[src/hdl/tar_ustar_header_builder_macros.svh]
// ----------------------------------------------------------------------------
// USTAR header builder: assertion macros
// Property wrappers for the concurrent checks of the top-level module.
// ----------------------------------------------------------------------------
`ifndef TAR_USTAR_HEADER_BUILDER_MACROS_SVH
`define TAR_USTAR_HEADER_BUILDER_MACROS_SVH

// Same-cycle implication, disabled during reset.
`define TUHB_ASSERT_IMPLY(label, clk, rst, ante, cons) \
   label: assert property (@(posedge clk) disable iff (rst) (ante) |-> (cons)) \
      else $error("tar ustar header builder: same-cycle check failed");

// Next-cycle implication, disabled during reset.
`define TUHB_ASSERT_NEXT(label, clk, rst, ante, cons) \
   label: assert property (@(posedge clk) disable iff (rst) (ante) |=> (cons)) \
      else $error("tar ustar header builder: next-cycle check failed");

`endif

[src/hdl/tuhb_pkg.sv]
// ----------------------------------------------------------------------------
// USTAR header builder package
// Types, field offsets and the byte/word formatting functions of the header.
// ----------------------------------------------------------------------------
package tuhb_pkg;

   localparam int TUHB_NAME_BYTES = 100;

   localparam int REG_W   = 21;
   localparam int VAL_W   = 33;
   localparam int WORD_W  = 64;
   localparam int IDX_W   = 6;
   localparam int CSUM_W  = 18;
   localparam int BYTE_W  = 8;
   localparam int POS_W   = 9;

   // octal digits in the widest numeric field
   localparam int OCT_STEPS = 11;

   localparam logic [IDX_W-1:0] LAST_WORD_IDX = IDX_W'(63);

   // header field offsets
   localparam int OFS_MODE  = 100;
   localparam int OFS_UID   = 108;
   localparam int OFS_GID   = 116;
   localparam int OFS_SIZE  = 124;
   localparam int OFS_TIME  = 136;
   localparam int OFS_CSUM  = 148;
   localparam int OFS_TYPE  = 156;
   localparam int OFS_MAGIC = 257;
   localparam int OFS_VER   = 263;

   localparam logic [BYTE_W-1:0] CHAR_ZERO  = 8'h30;
   localparam logic [BYTE_W-1:0] CHAR_SPACE = 8'h20;
   localparam logic [BYTE_W-1:0] CHAR_NUL   = 8'h00;
   localparam logic [39:0]       MAGIC_STR  = "ustar";

   // constant part of the checksum: digit '0' bias of every octal field,
   // checksum field as spaces, typeflag, magic and version
   localparam int CSUM_CONST = (3 * 7 + 2 * 11) * 48 + 8 * 32 + 48
                               + (117 + 115 + 116 + 97 + 114) + 2 * 48;
   localparam logic [CSUM_W-1:0] CSUM_BASE = CSUM_W'(CSUM_CONST);

   typedef enum logic {
      CMD_APPEND = 1'b0,
      CMD_FINISH = 1'b1
   } tuhb_cmd_type;

   typedef enum logic [1:0] {
      REG_FILE_MODE = 2'd0,
      REG_OWNER_ID  = 2'd1,
      REG_GROUP_ID  = 2'd2
   } tuhb_reg_type;

   typedef enum logic [1:0] {
      ST_IDLE,
      ST_PREP,
      ST_EMIT
   } tuhb_state_type;

   typedef struct packed {
      tuhb_cmd_type       command;
      logic [BYTE_W-1:0]  name_byte;
      logic [VAL_W-1:0]   file_size;
      logic [VAL_W-1:0]   mod_time;
   } tuhb_item_type;

   function automatic logic [BYTE_W-1:0] octal_char(input logic [VAL_W-1:0] v,
                                                     input logic [3:0] idx);
      logic [VAL_W-1:0] sh;
      sh = v >> (3 * idx);
      return CHAR_ZERO + {5'b0, sh[2:0]};
   endfunction

   function automatic logic [BYTE_W-1:0] header_byte(
      input logic [POS_W-1:0]  pos,
      input logic [BYTE_W-1:0] name_b,
      input logic [REG_W-1:0]  mode,
      input logic [REG_W-1:0]  uid,
      input logic [REG_W-1:0]  gid,
      input logic [VAL_W-1:0]  size,
      input logic [VAL_W-1:0]  mtime,
      input logic [CSUM_W-1:0] csum);
      logic [BYTE_W-1:0] b;
      logic [39:0]       msh;
      b   = CHAR_NUL;
      msh = '0;
      if (pos < OFS_MODE) begin
         b = name_b;
      end else if (pos < OFS_MODE + 7) begin
         b = octal_char(VAL_W'(mode), 4'(OFS_MODE + 6 - int'(pos)));
      end else if (pos < OFS_UID) begin
         b = CHAR_NUL;
      end else if (pos < OFS_UID + 7) begin
         b = octal_char(VAL_W'(uid), 4'(OFS_UID + 6 - int'(pos)));
      end else if (pos < OFS_GID) begin
         b = CHAR_NUL;
      end else if (pos < OFS_GID + 7) begin
         b = octal_char(VAL_W'(gid), 4'(OFS_GID + 6 - int'(pos)));
      end else if (pos < OFS_SIZE) begin
         b = CHAR_NUL;
      end else if (pos < OFS_SIZE + 11) begin
         b = octal_char(size, 4'(OFS_SIZE + 10 - int'(pos)));
      end else if (pos < OFS_TIME) begin
         b = CHAR_NUL;
      end else if (pos < OFS_TIME + 11) begin
         b = octal_char(mtime, 4'(OFS_TIME + 10 - int'(pos)));
      end else if (pos < OFS_CSUM) begin
         b = CHAR_NUL;
      end else if (pos < OFS_CSUM + 6) begin
         b = octal_char(VAL_W'(csum), 4'(OFS_CSUM + 5 - int'(pos)));
      end else if (pos == OFS_CSUM + 7) begin
         b = CHAR_SPACE;
      end else if (pos == OFS_TYPE) begin
         b = CHAR_ZERO;
      end else if (pos >= OFS_MAGIC && pos < OFS_MAGIC + 5) begin
         msh = MAGIC_STR >> (8 * (OFS_MAGIC + 4 - int'(pos)));
         b   = msh[BYTE_W-1:0];
      end else if (pos >= OFS_VER && pos < OFS_VER + 2) begin
         b = CHAR_ZERO;
      end
      return b;
   endfunction

   function automatic logic [WORD_W-1:0] build_word(
      input logic [IDX_W-1:0]  k,
      input logic [WORD_W-1:0] name_row,
      input logic [REG_W-1:0]  mode,
      input logic [REG_W-1:0]  uid,
      input logic [REG_W-1:0]  gid,
      input logic [VAL_W-1:0]  size,
      input logic [VAL_W-1:0]  mtime,
      input logic [CSUM_W-1:0] csum);
      logic [WORD_W-1:0] w;
      logic [POS_W-1:0]  pos;
      w = '0;
      for (int i = 0; i < 8; i++) begin
         pos = {k, 3'(i)};
         w[BYTE_W*i +: BYTE_W] = header_byte(pos, name_row[BYTE_W*i +: BYTE_W],
                                             mode, uid, gid, size, mtime, csum);
      end
      return w;
   endfunction

endpackage

[src/hdl/tar_ustar_header_builder.sv]
// ----------------------------------------------------------------------------
// USTAR header builder
// Collects an entry name and streams out one 512-byte USTAR tar header.
// ----------------------------------------------------------------------------
// Usage:
//   req_*  : one beat per item. command 0 appends name_byte to the name
//            (bytes past the hundredth are dropped and flagged); command 1
//            carries file_size and mod_time and starts a header.
//   rsp_*  : 64 beats per header, word_index 0..63, byte 8k in bits 7:0,
//            last_word on word 63, name_overflow on every word of a header
//            whose name lost bytes.
//   csr_*  : register writes (file mode, owner id, group id), always ready;
//            write them only while no header is in flight.
// Timing: append items are taken one per cycle while the back end is idle.
//   A finish item goes through the checksum unit (one octal digit of every
//   numeric field per cycle), then one word goes out per cycle while
//   rsp_ready is high. The back end takes nothing while a header is built,
//   so the two-entry queue holds two more beats and req_ready then drops
//   until the back end is idle again; a rsp_ready stall holds the word and
//   pauses emission.
// Reset: clears the name count, sum and overflow flag, the queue and the
//   output valid; file_mode returns to octal 0644, owner and group to zero.
// ----------------------------------------------------------------------------
`include "tar_ustar_header_builder_macros.svh"

module tar_ustar_header_builder import tuhb_pkg::*; #(
   parameter int NAME_FIELD_BYTES = TUHB_NAME_BYTES
) (
   input  logic                clock,
   input  logic                reset,
   // request channel
   input  logic                req_valid,
   output logic                req_ready,
   input  logic                req_command,
   input  logic [BYTE_W-1:0]   req_name_byte,
   input  logic [VAL_W-1:0]    req_file_size,
   input  logic [VAL_W-1:0]    req_mod_time,
   // response channel
   output logic                rsp_valid,
   input  logic                rsp_ready,
   output logic [WORD_W-1:0]   rsp_header_word,
   output logic [IDX_W-1:0]    rsp_word_index,
   output logic                rsp_last_word,
   output logic                rsp_name_overflow,
   // register write channel
   input  logic                csr_valid,
   output logic                csr_ready,
   input  logic [1:0]          csr_index,
   input  logic [REG_W-1:0]    csr_data
);

   logic [REG_W-1:0] file_mode_ff, file_mode_in;
   logic [REG_W-1:0] owner_id_ff, owner_id_in;
   logic [REG_W-1:0] group_id_ff, group_id_in;

   logic          item_valid;
   logic          item_ready;
   tuhb_item_type item;

   // registers take a write on any beat; an unknown index is dropped
   assign csr_ready = 1'b1;

   always_comb begin
      file_mode_in = file_mode_ff;
      owner_id_in  = owner_id_ff;
      group_id_in  = group_id_ff;
      if (csr_valid && csr_ready) begin
         case (csr_index)
            REG_FILE_MODE: file_mode_in = csr_data;
            REG_OWNER_ID:  owner_id_in  = csr_data;
            REG_GROUP_ID:  group_id_in  = csr_data;
            default: begin
               file_mode_in = file_mode_ff;
            end
         endcase
      end
   end

   always_ff @(posedge clock) begin
      if (reset) begin
         file_mode_ff <= REG_W'(420);
         owner_id_ff  <= '0;
         group_id_ff  <= '0;
      end else begin
         file_mode_ff <= file_mode_in;
         owner_id_ff  <= owner_id_in;
         group_id_ff  <= group_id_in;
      end
   end

   // front end: accept and tag request beats, queue them
   tuhb_front u_front (
      .clock         (clock),
      .reset         (reset),
      .req_valid     (req_valid),
      .req_ready     (req_ready),
      .req_command   (req_command),
      .req_name_byte (req_name_byte),
      .req_file_size (req_file_size),
      .req_mod_time  (req_mod_time),
      .item_valid    (item_valid),
      .item          (item),
      .item_ready    (item_ready)
   );

   // back end: name store, checksum unit and word streamer
   tuhb_back #(
      .NAME_FIELD_BYTES (NAME_FIELD_BYTES)
   ) u_back (
      .clock             (clock),
      .reset             (reset),
      .item_valid        (item_valid),
      .item              (item),
      .item_ready        (item_ready),
      .file_mode         (file_mode_ff),
      .owner_id          (owner_id_ff),
      .group_id          (group_id_ff),
      .rsp_ready         (rsp_ready),
      .rsp_valid         (rsp_valid),
      .rsp_header_word   (rsp_header_word),
      .rsp_word_index    (rsp_word_index),
      .rsp_last_word     (rsp_last_word),
      .rsp_name_overflow (rsp_name_overflow)
   );

   // last_word flags word 63 only
   `TUHB_ASSERT_IMPLY(a_last_is_63, clock, reset, rsp_valid && rsp_last_word, rsp_word_index == LAST_WORD_IDX)
   // a header starts at word zero
   `TUHB_ASSERT_IMPLY(a_first_word, clock, reset, $rose(rsp_valid), rsp_word_index == '0)
   // words of one header follow back to back, in order
   `TUHB_ASSERT_NEXT(a_word_seq, clock, reset, rsp_valid && rsp_ready && !rsp_last_word, rsp_valid && (rsp_word_index == IDX_W'($past(rsp_word_index) + 1'b1)))
   // the checksum pass leaves a gap after every header
   `TUHB_ASSERT_NEXT(a_gap_after_last, clock, reset, rsp_valid && rsp_ready && rsp_last_word, !rsp_valid)

endmodule

[src/hdl/tuhb_front.sv]
// ----------------------------------------------------------------------------
// USTAR header builder: front end
// Accepts request beats, tags the command and queues them for the back end.
// ----------------------------------------------------------------------------
module tuhb_front import tuhb_pkg::*; (
   input  logic                clock,
   input  logic                reset,
   input  logic                req_valid,
   output logic                req_ready,
   input  logic                req_command,
   input  logic [BYTE_W-1:0]   req_name_byte,
   input  logic [VAL_W-1:0]    req_file_size,
   input  logic [VAL_W-1:0]    req_mod_time,
   output logic                item_valid,
   output tuhb_item_type       item,
   input  logic                item_ready
);

   localparam int QueueDepth = 2;
   localparam int PtrW       = $clog2(QueueDepth);
   localparam int FillW      = $clog2(QueueDepth + 1);

   tuhb_item_type    queue_ff [QueueDepth];
   logic [PtrW-1:0]  wr_ptr_ff, wr_ptr_in;
   logic [PtrW-1:0]  rd_ptr_ff, rd_ptr_in;
   logic [FillW-1:0] fill_ff, fill_in;
   logic             push, pop;
   tuhb_item_type    new_item;

   always_comb begin
      new_item.command   = tuhb_cmd_type'(req_command);
      new_item.name_byte = req_name_byte;
      new_item.file_size = req_file_size;
      new_item.mod_time  = req_mod_time;
   end

   assign req_ready  = (fill_ff != FillW'(QueueDepth));
   assign item_valid = (fill_ff != '0);
   assign item       = queue_ff[rd_ptr_ff];
   assign push       = req_valid && req_ready;
   assign pop        = item_valid && item_ready;

   always_comb begin
      wr_ptr_in = wr_ptr_ff;
      rd_ptr_in = rd_ptr_ff;
      fill_in   = fill_ff;
      if (push) begin
         wr_ptr_in = (wr_ptr_ff == PtrW'(QueueDepth - 1)) ? '0 : wr_ptr_ff + 1'b1;
      end
      if (pop) begin
         rd_ptr_in = (rd_ptr_ff == PtrW'(QueueDepth - 1)) ? '0 : rd_ptr_ff + 1'b1;
      end
      if (push && !pop) begin
         fill_in = fill_ff + 1'b1;
      end else if (pop && !push) begin
         fill_in = fill_ff - 1'b1;
      end
   end

   always_ff @(posedge clock) begin
      if (reset) begin
         wr_ptr_ff <= '0;
         rd_ptr_ff <= '0;
         fill_ff   <= '0;
      end else begin
         wr_ptr_ff <= wr_ptr_in;
         rd_ptr_ff <= rd_ptr_in;
         fill_ff   <= fill_in;
      end
   end

   always_ff @(posedge clock) begin
      if (push) begin
         queue_ff[wr_ptr_ff] <= new_item;
      end
   end

endmodule

[src/hdl/tuhb_back.sv]
// ----------------------------------------------------------------------------
// USTAR header builder: back end
// Loads name bytes, sums the checksum digit by digit, streams header words.
// ----------------------------------------------------------------------------
module tuhb_back import tuhb_pkg::*; #(
   parameter int NAME_FIELD_BYTES = TUHB_NAME_BYTES
) (
   input  logic                clock,
   input  logic                reset,
   input  logic                item_valid,
   input  tuhb_item_type       item,
   output logic                item_ready,
   input  logic [REG_W-1:0]    file_mode,
   input  logic [REG_W-1:0]    owner_id,
   input  logic [REG_W-1:0]    group_id,
   input  logic                rsp_ready,
   output logic                rsp_valid,
   output logic [WORD_W-1:0]   rsp_header_word,
   output logic [IDX_W-1:0]    rsp_word_index,
   output logic                rsp_last_word,
   output logic                rsp_name_overflow
);

   localparam int Lanes    = 8;
   localparam int LaneW    = $clog2(Lanes);
   localparam int NameRows = (NAME_FIELD_BYTES + Lanes - 1) / Lanes;
   localparam int RowW     = $clog2(NameRows);
   localparam int CountW   = $clog2(NAME_FIELD_BYTES + 1);
   localparam int SumW     = 15;
   localparam int StepW    = $clog2(OCT_STEPS);

   tuhb_state_type state_ff, state_in;

   logic [Lanes-1:0][BYTE_W-1:0] store_mem [NameRows];
   logic [Lanes-1:0][BYTE_W-1:0] rd_row_ff;
   logic [WORD_W-1:0]            name_row;
   logic                         store_we;
   logic [RowW-1:0]              rd_addr;
   logic                         rd_en;

   logic [CountW-1:0] name_count_ff, name_count_in;
   logic [SumW-1:0]   name_sum_ff, name_sum_in;
   logic              overflow_ff, overflow_in;

   logic [VAL_W-1:0]  size_ff, size_in;
   logic [VAL_W-1:0]  time_ff, time_in;
   logic [REG_W-1:0]  sh_mode_ff, sh_mode_in;
   logic [REG_W-1:0]  sh_uid_ff, sh_uid_in;
   logic [REG_W-1:0]  sh_gid_ff, sh_gid_in;
   logic [VAL_W-1:0]  sh_size_ff, sh_size_in;
   logic [VAL_W-1:0]  sh_time_ff, sh_time_in;
   logic [CSUM_W-1:0] csum_ff, csum_in;
   logic [StepW-1:0]  step_ff, step_in;
   logic [5:0]        digit_sum;

   logic [IDX_W-1:0]  widx_ff, widx_in;
   logic              load;

   logic              rsp_valid_ff, rsp_valid_in;
   logic [WORD_W-1:0] word_ff;
   logic [IDX_W-1:0]  index_ff;
   logic              last_ff;
   logic              ovf_out_ff;

   assign load = (state_ff == ST_EMIT) && (!rsp_valid_ff || rsp_ready);

   // zero every name position at or past the loaded count
   always_comb begin
      logic [POS_W-1:0] pos;
      name_row = '0;
      for (int i = 0; i < Lanes; i++) begin
         pos = {widx_ff, 3'(i)};
         if (pos < POS_W'(name_count_ff)) begin
            name_row[BYTE_W*i +: BYTE_W] = rd_row_ff[i];
         end
      end
   end

   assign digit_sum = 6'(sh_mode_ff[2:0]) + 6'(sh_uid_ff[2:0]) + 6'(sh_gid_ff[2:0])
                    + 6'(sh_size_ff[2:0]) + 6'(sh_time_ff[2:0]);

   always_comb begin
      state_in      = state_ff;
      item_ready    = 1'b0;
      store_we      = 1'b0;
      name_count_in = name_count_ff;
      name_sum_in   = name_sum_ff;
      overflow_in   = overflow_ff;
      size_in       = size_ff;
      time_in       = time_ff;
      sh_mode_in    = sh_mode_ff;
      sh_uid_in     = sh_uid_ff;
      sh_gid_in     = sh_gid_ff;
      sh_size_in    = sh_size_ff;
      sh_time_in    = sh_time_ff;
      csum_in       = csum_ff;
      step_in       = step_ff;
      widx_in       = widx_ff;
      case (state_ff)
         ST_IDLE: begin
            item_ready = 1'b1;
            if (item_valid) begin
               if (item.command == CMD_APPEND) begin
                  if (name_count_ff < CountW'(NAME_FIELD_BYTES)) begin
                     store_we      = 1'b1;
                     name_count_in = name_count_ff + 1'b1;
                     name_sum_in   = name_sum_ff + SumW'(item.name_byte);
                  end else begin
                     overflow_in = 1'b1;
                  end
               end else begin
                  size_in    = item.file_size;
                  time_in    = item.mod_time;
                  sh_mode_in = file_mode;
                  sh_uid_in  = owner_id;
                  sh_gid_in  = group_id;
                  sh_size_in = item.file_size;
                  sh_time_in = item.mod_time;
                  csum_in    = CSUM_BASE + CSUM_W'(name_sum_ff);
                  step_in    = '0;
                  state_in   = ST_PREP;
               end
            end
         end
         ST_PREP: begin
            csum_in    = csum_ff + CSUM_W'(digit_sum);
            sh_mode_in = sh_mode_ff >> 3;
            sh_uid_in  = sh_uid_ff >> 3;
            sh_gid_in  = sh_gid_ff >> 3;
            sh_size_in = sh_size_ff >> 3;
            sh_time_in = sh_time_ff >> 3;
            step_in    = step_ff + 1'b1;
            if (step_ff == StepW'(OCT_STEPS - 1)) begin
               state_in = ST_EMIT;
            end
         end
         ST_EMIT: begin
            if (load) begin
               widx_in = widx_ff + 1'b1;
               if (widx_ff == LAST_WORD_IDX) begin
                  name_count_in = '0;
                  name_sum_in   = '0;
                  overflow_in   = 1'b0;
                  state_in      = ST_IDLE;
               end
            end
         end
         default: begin
            state_in = ST_IDLE;
         end
      endcase
   end

   // prefetch the name row for the word that goes out next
   assign rd_addr = widx_in[RowW-1:0];
   assign rd_en   = (widx_in < IDX_W'(NameRows));

   always_comb begin
      rsp_valid_in = rsp_valid_ff;
      if (load) begin
         rsp_valid_in = 1'b1;
      end else if (rsp_ready) begin
         rsp_valid_in = 1'b0;
      end
   end

   always_ff @(posedge clock) begin
      if (reset) begin
         state_ff <= ST_IDLE;
      end else begin
         state_ff <= state_in;
      end
   end

   always_ff @(posedge clock) begin
      if (reset) begin
         name_count_ff <= '0;
         name_sum_ff   <= '0;
         overflow_ff   <= 1'b0;
         widx_ff       <= '0;
         rsp_valid_ff  <= 1'b0;
      end else begin
         name_count_ff <= name_count_in;
         name_sum_ff   <= name_sum_in;
         overflow_ff   <= overflow_in;
         widx_ff       <= widx_in;
         rsp_valid_ff  <= rsp_valid_in;
      end
   end

   always_ff @(posedge clock) begin
      size_ff    <= size_in;
      time_ff    <= time_in;
      sh_mode_ff <= sh_mode_in;
      sh_uid_ff  <= sh_uid_in;
      sh_gid_ff  <= sh_gid_in;
      sh_size_ff <= sh_size_in;
      sh_time_ff <= sh_time_in;
      csum_ff    <= csum_in;
      step_ff    <= step_in;
      if (load) begin
         word_ff    <= build_word(widx_ff, name_row, file_mode, owner_id, group_id,
                                  size_ff, time_ff, csum_ff);
         index_ff   <= widx_ff;
         last_ff    <= (widx_ff == LAST_WORD_IDX);
         ovf_out_ff <= overflow_ff;
      end
   end

   // name store: one byte lane written, one row read per cycle
   always_ff @(posedge clock) begin
      if (store_we) begin
         store_mem[name_count_ff[LaneW +: RowW]][name_count_ff[LaneW-1:0]] <= item.name_byte;
      end
      if (rd_en) begin
         rd_row_ff <= store_mem[rd_addr];
      end
   end

   assign rsp_valid         = rsp_valid_ff;
   assign rsp_header_word   = word_ff;
   assign rsp_word_index    = index_ff;
   assign rsp_last_word     = last_ff;
   assign rsp_name_overflow = ovf_out_ff;

endmodule

[config.mk]
export PLATFORM = sky130hd
export DESIGN_NAME = tar_ustar_header_builder
export DESIGN_NICKNAME = d
export VERILOG_FILES = /design/src/hdl/tuhb_pkg.sv /design/src/hdl/tar_ustar_header_builder.sv /design/src/hdl/tuhb_front.sv /design/src/hdl/tuhb_back.sv
export VERILOG_INCLUDE_DIRS = /design/src /design/src/hdl
export SDC_FILE = /design/constraint.sdc
export NUM_CORES = 2
export LEC_CHECK = 0
export BUFFER_PORTS_ARGS = -buffer_cell sky130_fd_sc_hd__buf_2
export CORE_MARGIN = 2
export CORE_UTILIZATION = 45
export DETAILED_ROUTE_END_ITERATION = 8
export GPL_TIMING_DRIVEN = 0
export SYNTH_ARGS = -nofsm -noshare
export SYNTH_HDL_FRONTEND = slang
export SYNTH_SLANG_ARGS = --single-unit
[constraint.sdc]
create_clock -name clock -period 17.9 [get_ports clock]
set_input_delay 1.79 -clock clock [delete_from_list [all_inputs] [get_ports clock]]
set_output_delay 1.79 -clock clock [all_outputs]
set_load 0.05 [all_outputs]
# Word level (Yosys, flattened, before mapping)
# Memory sizes are Yosys's and may differ from the RTL's. A register that Yosys moved wholly into a read port is not among the register bits.
# Cells that the tools add are included.
# Widths: inputs -> output; s select.
[word_totals]
ram_bits = 982
in_bits = 103
regBits = 388
mem_count = 2
[classes]
n_lt_le_gt_ge = 140
eq_ne = 16
shifts = 56
n_addsub = 118
reduce_logical = 41
mul = 48
muxes = 188
[memory_table]
columns = ["name", "depth", "word_bits", "read_ports", "rd_clocked_by_memory_dff", "write_ports", "line", "rtl"]
rows = [
  ["u_back.store_mem", 13, 64, 1, 1, 1, "tuhb_back.sv:34", "logic [Lanes-1:0][BYTE_W-1:0] store_mem [NameRows];"],
  ["u_front.queue_ff", 2, 75, 1, 1, 1, "tuhb_front.sv:23", "tuhb_item_type queue_ff [QueueDepth];"],
]
[op_table]
columns = ["operator", "n"]
rows = [
  ["$mux 8", 115],
  ["$shr 33x6->3", 16],
  ["$lt 9x7->1 const B", 56],
  ["$shr 21x6->3", 24],
  ["$lt 9x8->1 const B", 40],
  ["$add 6x3->7 const A", 48],
  ["$shr 39x32->8 const A", 8],
  ["$mul 2x4->6 const A", 48],
  ["$ge 9x9->1 const B", 16],
  ["$lt 9x9->1 const B", 16],
  ["$shr 18x6->3", 8],
  ["$mux 33", 4],
  ["$pmux 33 s2", 2],
  ["$mux 21", 6],
  ["$pmux 21 s2", 3],
  ["$sub 4x4->4 const A", 24],
  ["$sub 9x9->10 const A", 8],
  ["$mux 15", 5],
  ["$lt 9x7->1", 8],
  ["$mux 64", 1],
  ["$sub 2x4->4 const A", 16],
  ["$mux 6", 10],
  ["$mux 18", 2],
  ["$pmux 18 s2", 1],
  ["42 further kinds", 122],
]

# Depth between registers and ports, before layout
[depth]
depth_word = 17
depth_mapped = 17
mapped_depth_nobuf = 17

# Modules after synthesis
# Synthesis repeated with hierarchy kept, for this count alone.
[hier_totals]
hier_cells = 4382
area_unflattened_um2 = 63462.1
[by_module_without_submodules]
columns = ["module", "seq_area_each_um2", "cells_each", "instances", "area_per_inst_um2"]
rows = [
  ["tuhb_back", 36224.7, 3888, 1, 55263.0],
  ["tuhb_front", 4604.4, 257, 1, 5645.4],
  ["tar_ustar_header_builder", 1261.2, 237, 1, 2553.7],
]

# Worst setup path before layout
# OpenSTA, ideal clock, no wires.
[synth_timing]
kind = "register to register"
startpoint = "register (tool-made name)"
endpoint = "register u_back.csum_ff[0] (enable)"
setup_slack_ns = 5.654
t_required_ns = 17.030
path_stages_with_launch = 4
setup_time_ns = 0.870
t_arrival_ns = 11.376
path_buffers = 1
period_less_slack_ns = 12.246
path_cell_list = "dfxtp_1 -> buf_1 -> mux2i_1 -> o21ai_0"
[synth_rtl]
columns = ["element", "line", "rtl"]
rows = [
  ["end signal, assigned", "tuhb_back.sv:199", "csum_ff <= csum_in;"],
  ["end, declared", "tuhb_back.sv:52", "logic [CSUM_W-1:0] csum_ff, csum_in;"],
]

# Worst setup path in the final report
[layout_timing]
startpoint = "register u_back.widx_ff[0]"
endpoint = "register u_back.rd_row_ff[42] (netlist name), read port of u_back.store_mem, data pin"
[layout_between]
elab_chain_len = 4
[layout_lines]
columns = ["element", "line", "rtl"]
rows = [
  ["start, declared", "tuhb_back.sv:56", "logic [IDX_W-1:0] widx_ff, widx_in;"],
  ["start signal, assigned", "tuhb_back.sv:186", "widx_ff <= widx_in;"],
  ["$add 6x1->6", "tuhb_back.sv:139", "widx_in = widx_ff + 1'b1;"],
  ["$mux 6", "tuhb_back.sv:138", "if (load) begin"],
  ["$mux 6 (*)", "tuhb_back.sv:99", "case (state_ff)"],
  ["$lt 6x4->1", "tuhb_back.sv:156", "assign rd_en = (widx_in < IDX_W'(NameRows));"],
  ["end, declared", "tuhb_back.sv:35", "logic [Lanes-1:0][BYTE_W-1:0] rd_row_ff;"],
]
# Every way passes the cells marked *; elsewhere a longest branch is shown, timed or not.
# A chain may end at the register's enable or synchronous reset.

==> metrics.yaml <==
timing:
  min_period_ps: 6470
  worst_pin_slew_ps: 1520
  max_freq_mhz: 154
  hold_slack_ps: 468
  rsz0062_at_grt: "false"
  drv_slew: 11
  fin_setup_tns_ps: 0
  finalHoldViolations: 0
  fin_skew_ps: 36.8
  relSlewSlack: -0.0113
  timing.final.crit_share: 0.362
  setup_viol: 0
pwr:
  clock_power_share: 0.317
  irDropWorstVdd_v: 0.000196
  p_switching_mw: 3.05
  seqPwrFrac: 0.454
  finalPower_mw: 9.85
  powerDensity_nw_per_um2: 136
  p_int_mw: 6.80
  switching_share: 0.310
  combPwrFrac: 0.229
  p_leak_nw: 23.6
synth:
  ys_warn_count: 0
  synthTopCellsByArea: "edfxtp_1 63%, mux2i_1 4.3%, dfxtp_1 3.1%"
  syn_area_um2: 63700
  synth-edff-count: 1335
  synth_area_leader_cell: "edfxtp_1"
  ys_seq_area_frac: 0.660
  synth_seq_cells: 1435
  synth_ff_type: "edfxtp_1"
  synth_cell_type_count: 87
  synth.top_cell.area_share: 0.629
  syn-mean-instance-area_um2: 13.0
  async_flop_share: 0
  synthCells: 4892
critical_path:
  timing.critical_path.buf_inv: 8
  crit_fanout: 12
  critPathLaunchType: "flip-flop"
  cp_slowest_cell: "buf_1"
  setup.worst_path.start: "u_back.widx_ff[0]"
  crit_path_frequent_cell: "buf_2"
  critPathArrivalTime_ps: 6930
  max_stage_delay_ps: 890
  worstSetupPathType: "reg2reg"
  r2r-start: "u_back.widx_ff[0]"
  crit_required_ps: 18350
  critPathTopFamily: "buffers and inverters"
  endpoint_kind: "flip-flop"
  crit_chain: "buf_2 > inv_2 > clkbuf_1 > buf_1 > ha_1 > buf_2 > buf_2 > buf_1 > clkbuf_1 > a211oi_1 > a211oi_1 > o221ai_1 > a31oi_1"
floorplanning:
  coreArea_um2: 141000
  rows: 138
  initial_core_util: 0.452
  io_pins: 178
  dieArea_um2: 145000
  fp.dieW_um: 380
  fp.dieH_um: 380
final_layout:
  drive_gt1_frac: 0.124
  multi_input_area_um2: 20100
  layout.cells.non_filler: 7301
  post-route-util: 0.515
  seq_area_um2: 42100
  layout_common_cells: "1335 x edfxtp_1, 497 x nor2_1, 348 x nand2_1"
  layout_commonest_cell: "edfxtp_1"
  syn_to_final_growth_pct: 14.0
  nNetsFinal: 5427
  fillers: 12100
routing:
  drt-total-wl_um: 219000
  routedWlPerCell_um: 30.0
  dr.pass1.iters: 9
  vias_per_cell: 6.29
  drtIter0Drc: 6084
  num_vias: 45900
  drc: 0
  postRouteAntennaNets: 0
run_status:
  outcome: "complete, but fails checks"
  violations: "capacitance limit, slew limit"
grt:
  grt_usage: 0.294
  grt_pass1_vias: 44000
  antenna_found_initial: 15
  grt_overflow_total: 0
  grt_max_degree: 106
  grt_pass1_wl_um: 310000
placed_design:
  dpl.hpwl_um: 151000
  gp_congestion: 0.950
  io_buffers: 176
  dpl.cell_count: 7015
clocking:
  cts-root-buf: "clkbuf_16"
  cts_resized: 0
  cts_tree: "built"
  clk_pin_slew_ps: 60
  clk_path_buf_depth: 3
  clk_latency_ps: 800
  cts_hold_buf: 0
  cts_max_level: 4
  postCtsSetupRepairBufs: 0
  cts_made_buffers: 153
  cts.sinks: 1435
hold_path:
  hold_class: "reg2reg"
  min-delay-start: "file_mode_ff[19]"
run:
  drv_cap: 1
layout make-up:
cell class | instances | share of cell area
sequential | 1435 | 0.579
inverter | 34 | 0.00176
multi-input combinational | 3054 | 0.277
clock inverter | 82 | 0.0107
clock buffer | 199 | 0.0559
antenna | 5 | 0.000172
tap | 1890 | 0.0325
timing repair buffer | 202 | 0.0202
buffer | 400 | 0.0230
through the flow:
stage	setup slack, ps	area, um^2
2_1_floorplan	5650	63900
3_3_place_gp	-633	67100
3_5_place_dp	11830	67800
4_1_cts	11790	72700
5_1_grt	11460	72700
6_report	11430	72700
power by group through the flow:
stage / clock network, mW / registers [mW] / logic, mW
2_1_floorplan: 0 / 4.58 / 1.38
3_3_place_gp: 0 / 4.71 / 2.08
3_5_place_dp: 0 / 4.54 / 2.21
4_1_cts: 3.15 / 4.47 / 2.23
5_1_grt: 3.28 / 4.50 / 2.45
6_report: 3.12 / 4.48 / 2.25
layer usage:
metal | vias to the layer above | share of wire | wire length (um) | track usage
met5 | - | 0.00016 | 36 | 0
li1 | 19900 | - | - | -
met3 | 496 | 0.093 | 20400 | 0.0631
met2 | 2606 | 0.47 | 102000 | 0.470
met4 | 6 | 0.049 | 10700 | 0.134
met1 | 22900 | 0.39 | 85600 | 0.385
Yosys cell counts (all sizes together) (10+ instances only):
master   count
a21oi      239
a221o       16
ha          35
nand4       10
nor4        74
a211oi     200
buf        108
nand2      348
o211ai      11
nor3       141
o21ai      116
dfxtp      100
inv         34
o31ai       11
a31oi      136
xnor2       14
mux2       143
a22oi       27
nand3       35
or2         10
nor2b       89
mux2i      272
edfxtp    1335
nor2       499
o2111ai     64
o21bai      67
o22ai       65
o221ai      68
o311a       64
a21o        29
xor2        25
and2        24
a221oi      68
clkbuf     292
cells by family (layout without fill, tap and decap cells):
kind of cell / Yosys count / after routing / share of synthesized area
compound gates: 1236 / 1236 / 0.136
xor+xnor: 39 / 39 / 0.00548
fa+ha+maj: 44 / 44 / 0.00970
buf+inv: 434 / 917 / 0.0281
flops: 1435 / 1435 / 0.660
mux: 416 / 416 / 0.0683
other cells: 2 / 38 / 0.000118
simple gates: 1286 / 1286 / 0.0916
sequential cells by signal (all words and copies together) (netlist names), 21 cells and up, named ones only:
| signal | cells |
|---|---|
| u_back.sh_size_ff | 33 |
| u_back.sh_mode_ff | 21 |
| file_mode_ff | 21 |
| u_back.store_mem | 832 |
| u_back.rsp_header_word | 64 |
| u_front.queue_ff | 150 |
| u_back.sh_uid_ff | 21 |
| u_back.time_ff | 33 |
| u_back.size_ff | 33 |
| group_id_ff | 21 |
| u_back.sh_time_ff | 33 |
| u_back.rd_row_ff | 64 |
| u_back.sh_gid_ff | 21 |
| owner_id_ff | 21 |
final timing paths:
check | slack (ps) | to | cells after the start
setup / recovery | 11430 | u_back.rd_row_ff[42] | 13
hold / removal | 470 | file_mode_ff[19] | 2
setup reg to reg | 11430 | u_back.rd_row_ff[42] | 13
hold reg to reg | 470 | file_mode_ff[19] | 2
worst min-delay path, delay by kind of cell, from the launching register on:
| family | cells | cell delay, ps |
|---|---|---|
| DFF | 1 | 320 |
| and+or+nand+nor | 1 | 50 |
| AOI/OAI and AO/OA | 1 | 50 |
No activity file was read; power rests on OpenSTA's default activity.
